<file path="config.mk">
export PLATFORM = sky130hd
export DESIGN_NAME = hsif_cell_pipe
export DESIGN_NICKNAME = d
export VERILOG_FILES = /design/src/rtl/hsif_pkg.sv /design/src/rtl/hsif_cell_pipe.sv
export SDC_FILE = /design/constraint.sdc
export NUM_CORES = 2
export LEC_CHECK = 0
export BUFFER_PORTS_ARGS = -buffer_cell sky130_fd_sc_hd__buf_2
export CAP_MARGIN = 20
export CORE_MARGIN = 8
export CORE_UTILIZATION = 59
export DETAILED_ROUTE_END_ITERATION = 16
export PLACE_DENSITY = 0.76
export SKIP_LAST_GASP = 1
export SYNTH_ARGS = -nofsm -noshare
export SYNTH_HDL_FRONTEND = slang
export SYNTH_SLANG_ARGS = --single-unit
export TNS_END_PERCENT = 100
</file>
<file path="constraint.sdc">
create_clock -name clk -period 6.2 [get_ports clk]
set_input_delay 0.62 -clock clk [delete_from_list [all_inputs] [get_ports clk]]
set_output_delay 0.62 -clock clk [all_outputs]
set_load 0.02 [all_outputs]
</file>
<file path="src/rtl/hsif_pkg.sv">
// ----------------------------------------------------------------------------
// hsif_pkg
// Shared types, constants and the edge cos/sin generator of the Hough sector
// intercept finder.
// ----------------------------------------------------------------------------
package hsif_pkg;

  // Width of scaled curve values and cell edges
  localparam int SCW = 50;
  // Cap on reported cells per event
  localparam int MAX_RESULTS = 64;
  localparam int NRES_W = 7;

  // Config register indexes
  typedef enum logic [1:0] {
    REG_U_SIDE      = 2'd0,
    REG_HALF_HEIGHT = 2'd1,
    REG_MIN_LINES   = 2'd2
  } reg_index_t;

  // One stored hit: layer code, m, a
  typedef struct packed {
    logic [1:0]         layer;
    logic signed [23:0] m;
    logic signed [23:0] a;
  } hit_entry_t;

  // Per-cell setup handed to the evaluation pipeline
  typedef struct packed {
    logic signed [15:0]     cos_l;
    logic signed [15:0]     sin_l;
    logic signed [15:0]     cos_r;
    logic signed [15:0]     sin_r;
    logic signed [SCW-1:0]  top;
    logic signed [SCW-1:0]  bot;
    logic                   dbl;
  } cell_cfg_t;

  localparam longint unsigned PI_Q30  = 64'd3373259426;
  localparam longint unsigned ONE_Q30 = 64'd1073741824;

  function automatic logic [15:0] q30_to_q15(input longint unsigned v);
    longint unsigned r;
    r = (v + 64'd16384) >> 15;
    if (r > 64'd32767) r = 64'd32767;
    return r[15:0];
  endfunction

  // Sin (upper half) and cos (lower half) in Q1.15 of a phase in 2^-16 turn
  function automatic logic [31:0] edge_sincos(input logic [15:0] ph);
    longint unsigned r, x, x2, t3, t5, t7, t9, c2, c4, c6, c8;
    logic [15:0] sv, cv, bs, bc, s, c;
    logic swap;
    r = 64'(ph[13:0]);
    swap = (r > 64'd8192);
    if (swap) r = 64'd16384 - r;
    x  = (r * PI_Q30) >> 15;
    x2 = (x * x) >> 30;
    t3 = ((x * x2) >> 30) / 6;
    t5 = ((t3 * x2) >> 30) / 20;
    t7 = ((t5 * x2) >> 30) / 42;
    t9 = ((t7 * x2) >> 30) / 72;
    c2 = x2 / 2;
    c4 = ((c2 * x2) >> 30) / 12;
    c6 = ((c4 * x2) >> 30) / 30;
    c8 = ((c6 * x2) >> 30) / 56;
    sv = q30_to_q15(x - t3 + t5 - t7 + t9);
    cv = q30_to_q15(ONE_Q30 - c2 + c4 - c6 + c8);
    if (swap) begin
      bs = cv;
      bc = sv;
    end else begin
      bs = sv;
      bc = cv;
    end
    case (ph[15:14])
      2'd0: begin s = bs; c = bc; end
      2'd1: begin s = bc; c = 16'(-bs); end
      2'd2: begin s = 16'(-bs); c = 16'(-bc); end
      default: begin s = 16'(-bc); c = bs; end
    endcase
    return {s, c};
  endfunction

endpackage

</file>
<file path="src/rtl/hsif_cell_pipe.sv">
// ----------------------------------------------------------------------------
// hsif_cell_pipe
// Crossing test of one hit per cycle against the current cell, with the
// per-cell line count, hit mask and layer set accumulators.
// ----------------------------------------------------------------------------
module hsif_cell_pipe import hsif_pkg::*; #(
  parameter int MAX_HITS     = 32,
  parameter int VERT_SECTORS = 8
) (
  input  logic                                          clk,
  input  logic                                          rst,
  input  cell_cfg_t                                     cur_cell,
  input  logic                                          clear,
  input  logic                                          in_valid,
  input  hit_entry_t                                    in_hit,
  input  logic [(MAX_HITS > 1 ? $clog2(MAX_HITS) : 1)-1:0] in_index,
  output logic                                          busy,
  output logic [$clog2(MAX_HITS + 1)-1:0]               cnt,
  output logic [31:0]                                   mask,
  output logic [3:0]                                    layers
);

  localparam int IW = (MAX_HITS > 1) ? $clog2(MAX_HITS) : 1;
  localparam int CW = $clog2(MAX_HITS + 1);

  logic signed [39:0] pm_l, pa_l, pm_r, pa_r;
  logic signed [41:0] y_l, y_r;
  logic signed [SCW-1:0] ys_l, ys_r;
  logic gt;
  logic [1:0] lay_a, lay_b, lay_c;
  logic [IW-1:0] idx_a, idx_b, idx_c;
  logic va, vb, vc;
  logic signed [40:0] sum_l, sum_r;
  logic hit;

  // Stage A: four products
  always_ff @(posedge clk) begin
    pm_l  <= in_hit.m * cur_cell.cos_l;
    pa_l  <= in_hit.a * cur_cell.sin_l;
    pm_r  <= in_hit.m * cur_cell.cos_r;
    pa_r  <= in_hit.a * cur_cell.sin_r;
    lay_a <= in_hit.layer;
    idx_a <= in_index;
  end

  // Stage B: sums with side factor
  assign sum_l = 41'(pm_l) + 41'(pa_l);
  assign sum_r = 41'(pm_r) + 41'(pa_r);

  always_ff @(posedge clk) begin
    y_l   <= cur_cell.dbl ? (42'(sum_l) <<< 1) : 42'(sum_l);
    y_r   <= cur_cell.dbl ? (42'(sum_r) <<< 1) : 42'(sum_r);
    lay_b <= lay_a;
    idx_b <= idx_a;
  end

  // Stage C: scale by row count, rising test
  always_ff @(posedge clk) begin
    ys_l  <= SCW'(y_l) * SCW'(VERT_SECTORS);
    ys_r  <= SCW'(y_r) * SCW'(VERT_SECTORS);
    gt    <= (y_r > y_l);
    lay_c <= lay_b;
    idx_c <= idx_b;
  end

  assign hit = (ys_l <= cur_cell.top) && (ys_r >= cur_cell.bot) && gt;

  always_ff @(posedge clk) begin
    if (rst) begin
      va <= 1'b0;
      vb <= 1'b0;
      vc <= 1'b0;
    end else begin
      va <= in_valid;
      vb <= va;
      vc <= vb;
    end
  end

  // Stage D: accumulate crossing hits
  always_ff @(posedge clk) begin
    if (clear) begin
      cnt    <= '0;
      mask   <= '0;
      layers <= '0;
    end else if (vc && hit) begin
      cnt <= cnt + CW'(1);
      if (int'(idx_c) < 32) mask[5'(idx_c)] <= 1'b1;
      layers[lay_c] <= 1'b1;
    end
  end

  assign busy = in_valid | va | vb | vc;

endmodule

</file>
======== Word-level counts from Yosys, hierarchy flattened ========
Cells that the tools add are included.
word-level totals
  output and inout bits ................... 43
  register bits ........................... 395
  input bits .............................. 224
operators by class
  order comparisons ....................... 7
  multiply operators ...................... 4
  bitwise logic cells ..................... 5
  mux-type cells .......................... 6
  $add $sub $neg .......................... 3
  reduce and logical (&&, ||, !) cells .... 5
operators with widths
  cell                                                                   count
  24-bit by 16-bit multiplier with 40-bit output                         4
  40-bit by 40-bit adder with 41-bit output                              2
  41-bit two-way mux                                                     2
  45-bit by 50-bit >= comparator with 1-bit output                       1
  45-bit by 50-bit less-or-equal comparator with 1-bit output            1
  42-bit > comparator                                                    1
  32-bit OR                                                              1
  6-bit by 1-bit adder with 6-bit output, second input constant          1
  5-bit by 6-bit < comparator with 1-bit output, second input constant   1
  1-bit demux with 5-bit select                                          1
  5-bit by 1-bit >= comparator with 1-bit output, second input constant  1
  1-bit logical AND                                                      5
  4-bit OR                                                               1
  2-bit by 3-bit < comparator with 1-bit output, second input constant   1
  1-bit OR                                                               3
  1-bit demux with 2-bit select                                          1
  2-bit by 1-bit >= comparator with 1-bit output, second input constant  1
  1-bit two-way mux                                                      2

======== Depth between registers and ports, before layout ========
  depth in word-level cells ............... 5
  gate-level depth with buffers ........... 26
  mapped depth without buffers ............ 25

======== Worst setup path before layout ========
OpenSTA, ideal clock, no wires.
  path kind ............................... input-to-reg
  start ................................... input port in_hit[14] (netlist name)
  end ..................................... register pa_r[39]
  stages .................................. 24
  path buffers ............................ 1
  slack ................................... -315 ps
  data arrival time ....................... 6442 ps
  setup time .............................. 72 ps
  cell sequence ........................... clkbuf_1 nand2_1 fa_1 inv_1 fa_1 inv_1 fa_1 inv_1 fa_1 fa_1 inv_1 fa_1 inv_1 ha_1 a21o_1 a21o_1 a21oi_1 nand3_1 o21a_1 and3_4 or4b_4 a31o_1 a21oi_2 xnor2_1
on the way
  longest elaborated chain between the ends .. 1
ends and longest elaborated chain
  what                                            RTL line              text
  start, declared                                 hsif_cell_pipe.sv:15  input hit_entry_t in_hit,
  24-bit by 16-bit multiplier with 40-bit output  hsif_cell_pipe.sv:41  pa_r <= in_hit.a * cur_cell.sin_r;
  end signal, assigned                            hsif_cell_pipe.sv:41
  end, declared                                   hsif_cell_pipe.sv:26  logic signed [39:0] pm_l, pa_l, pm_r, pa_r;
No other way between the ends.
A chain may end at the register's enable or synchronous reset.

======== Worst setup path after layout ========
  start ................................... input port cur_cell[104] (netlist name)
  end ..................................... register pa_r[39]
on the way
  longest elaborated chain between the ends .. 1
ends and longest elaborated chain
  what                                            RTL line              text
  start, declared                                 hsif_cell_pipe.sv:12  input cell_cfg_t cur_cell,
  24-bit by 16-bit multiplier with 40-bit output  hsif_cell_pipe.sv:41
No other way between the ends.

==> reports/results.tsv <==
stage	metric	value	unit
timing	finalMaxSlewViolations	0	
yosys	synth.largest_area_cell	fa_1	
worst_hold_path	min_from	in_index[3]	
clock_network	cts_made_buffers	42	
route	routed_wl	190	mm
route	drt-wirelength-per-cell	18.3	µm
timing	hold_violations	0	
setup_path	cp_max_fo	7	
setup_path	regToRegSetupSlack	1.66	ns
timing	finClkSkew	0.0402	ns
flow_run	drv_cap	0	
layout	area_growth	14.9	%
floorplan	fp.dieH	366	µm
global_route	overflow	0	
route	routed_via_density	5.39	
yosys	ys_seq_area_share	11.0	%
setup_path	required	6.74	ns
route	vias	55900	
route	drtAntennaViolNets	0	
clock_network	tritoncts	done	
yosys	synth_flop_cell	dfxtp_1	
layout	nets	11000	
global_route	grt_pass1_wl	309	mm
setup_path	path_class	input port to flop	
yosys	ys_ff_latch	395	
timing	finalWorstSetupSlack	0.160	ns
yosys	synth_common_cells	1918 x inv_1, 1498 x fa_1, 1008 x nand2_1, 610 x and2_1, 609 x ha_1	
yosys	synth.top_cell.area_share	41.6	%
route	drt_first_pass_iters	5	
timing	fin_crit_sh	97.4	%
yosys	synth.area.top_cells	fa_1 42%, dfxtp_1 11%, ha_1 11%, inv_1 10%, and2_1 5.3%	
worst_hold_path	hold_class	input port to flop	
yosys	synth_cell_types	84	
global_route	grt_max_degree	48	
yosys	synthCells	7924	
timing	clock.fmax	166	MHz
yosys	syn_area	0.0721	mm²
floorplan	die-width	366	µm
timing	relSlewSlack	30.6	%
yosys	synthArstFlopShare	0	%
placed_design	place_congestion	0.957	
yosys	synth.most_common_cell	inv_1	
clock_network	postCtsHoldBufs	0	
worst_hold_path	whs_path_depth	1	
clock_network	h-tree-depth	2	
setup_path	arrival	6.58	ns
clock_network	clkTransAtPathRegs	0.08	ns
yosys	syn_avg_cell_area	9.10	µm²
floorplan	die-area	0.134	mm²
timing	setup_viol	0	
yosys	synth_nets	10300	
setup_path	rr_startpoint	pa_l[0]	
yosys	synth-edff-count	0	
global_route	grt_pass1_vias	60500	
floorplan	start_util	59.3	%
clock_network	cts_root_buf	clkbuf_16	
clock_network	cts_buffer_depth	3	
setup_path	worstSetupEndpointType	flop	
yosys	synth_warnings	0	
timing	rsz0062_at_grt	yes	
worst_hold_path	whs_endpoint	idx_a[3]	
route	drc	0	
floorplan	num_rows	128	
setup_path	worstRegToRegCells	13	
global_route	antenna_found_initial	14	
clock_network	clkLatencyLatePin	0.62	ns
timing	period_needed	6.04	ns
placed_design	pre_cts_ws	-0.784	ns
timing	worst_pin_slew	1.03	ns
timing	hold_ws	0.121	ns
setup_path	timing.rr.end	y_l[39]	
global_route	grt_use_total	29.0	%
route	initialDrtViolationCount	3865	
placed_design	io_buffers	266	
layout	drive_above_1_share	14.6	%
floorplan	ioPinCount	267	
floorplan	core	0.122	mm²
placed_design	place_hpwl	164	mm
setup_path	cp-start-kind	input port	
clock_network	clock-sinks	395	
status	status	completed	
==> state kept, by name (all words and copies together) (netlist names), 4 cells and up <==
signal  cells
ys_l       42
idx_b       5
pm_l       40
y_r        42
pa_r       40
pa_l       40
mask       32
pm_r       40
idx_c       5
ys_r       42
cnt         6
idx_a       5
layers      4
y_l        42
==> stage by stage <==
step | setup TNS [ns] | instances | area, µm² | util (%)
floorplan | -0.00209 | 7924 | 72300 | -
global placement | -22.02 | 10300 | 80700 | 66.4
detailed placement | -29.88 | 10300 | 80700 | 66.4
CTS | 0 | 10400 | 82200 | 67.6
global route | -0.219 | 10400 | 82800 | 68.1
finish | 0 | 10400 | 82800 | 68.1
==> repair_timing <==
| item | in CTS | in global routing |
|---|---|---|
| pin swaps | 0 | 49 |
| setup buffers | 0 | 8 |
| cloned | 0 | 0 |
| resized for setup | 10 | 141 |
| setup endpoints to repair | 11 | 45 |
==> layout by cell type, fill, tap and decap left out, types with 9 or more instances in the layout <==
| master | netlist | layout |
|---|---|---|
| inv_1 | 1918 | 1915 |
| fa_1 | 1498 | 1490 |
| nand2_1 | 1008 | 1007 |
| buf_4 | 0 | 734 |
| and2_1 | 610 | 607 |
| ha_1 | 609 | 595 |
| dfxtp_1 | 395 | 395 |
| buf_2 | 5 | 221 |
| nor2_1 | 211 | 209 |
| a21oi_1 | 220 | 208 |
| a21o_1 | 188 | 188 |
| xnor2_1 | 183 | 183 |
| o21ai_0 | 108 | 100 |
| xor2_1 | 58 | 58 |
| mux2_2 | 49 | 49 |
| nand2b_1 | 44 | 44 |
| nand4_1 | 44 | 44 |
| buf_12 | 0 | 44 |
| clkbuf_16 | 0 | 42 |
| nand3_1 | 40 | 40 |
| o21a_1 | 36 | 36 |
| nor2b_1 | 34 | 34 |
| nor3_1 | 34 | 32 |
| o21bai_1 | 32 | 32 |
| o32ai_1 | 32 | 32 |
| clkbuf_4 | 0 | 25 |
| a31oi_1 | 22 | 22 |
| buf_6 | 0 | 21 |
| and3_1 | 19 | 19 |
| o21ai_1 | 13 | 16 |
| a211oi_1 | 19 | 16 |
| a21oi_2 | 4 | 14 |
| o211ai_1 | 13 | 13 |
| or3_1 | 12 | 12 |
| ha_4 | 0 | 11 |
| and4_1 | 10 | 10 |
| diode_2 | 0 | 9 |
==> layout make-up <==
cell class	instances	area, µm²
clock inverters	26	302
diodes	9	22.5
fillers	9296	38700
repair buffers	1045	7920
clock buffers	52	1170
inverters	1918	7200
multi-input cells	5300	56300
flip-flops and latches	395	7910
well taps	1625	2030
==> cell families after synthesis <==
kind of cell    Yosys count  share of synthesized area (%)
compound gates          791                           7.40
xor+xnor                241                           2.93
fa+ha+maj              2107                           52.2
buf+inv                2229                           11.6
flops                   395                           11.0
mux                      56                          0.863
simple gates           2105                           14.1
==> how the worst max path moves through the flow <==
| stage | startpoint | end | slack [ns] | depth (start not counted) |
|---|---|---|---|---|
| 4_1_cts | in_hit[31] | pm_r[39] | 0.0005 | 25 |
| 2_1_floorplan | in_hit[14] | pa_r[39] | -0.002 | 24 |
| 5_1_grt | in_hit[37] | pm_l[36] | -0.04 | 24 |
| 6_report | cur_cell[104] | pa_r[39] | 0.16 | 26 |
| 3_3_place_gp | in_hit[10] | pa_l[38] | -0.62 | 25 |
| 3_5_place_dp | in_hit[10] | pa_r[36] | -0.78 | 21 |
==> critical path, stage by stage <==
cell	delay [ns]
buf_2	0.17
buf_4	0.17
buf_12	0.12
buf_4	0.14
and2_1	0.14
fa_1	0.47
inv_1	0.05
fa_1	0.53
inv_1	0.04
ha_1	0.17
inv_1	0.09
fa_1	0.47
fa_1	0.55
inv_1	0.05
fa_1	0.52
ha_4	0.21
o21a_1	0.18
nand2b_1	0.15
o21ai_2	0.19
nor3b_2	0.10
o21a_1	0.22
and3_4	0.20
or4b_4	0.52
a31o_1	0.20
a21oi_2	0.15
xnor2_1	0.13
==> layer usage <==
| layer | up-vias | track usage [%] | routed length, µm |
|---|---|---|---|
| li1 | 25300 | - | - |
| met3 | 568 | 4.16 | 13600 |
| met2 | 2080 | 47.4 | 88800 |
| met5 | - | 0 | 0 |
| met4 | 0 | 14.2 | 11200 |
| met1 | 27900 | 38.1 | 76000 |
Power is left out: the tool's default activity adds up to more than one toggle a clock period on the data nets, which glitch-free logic cannot reach.
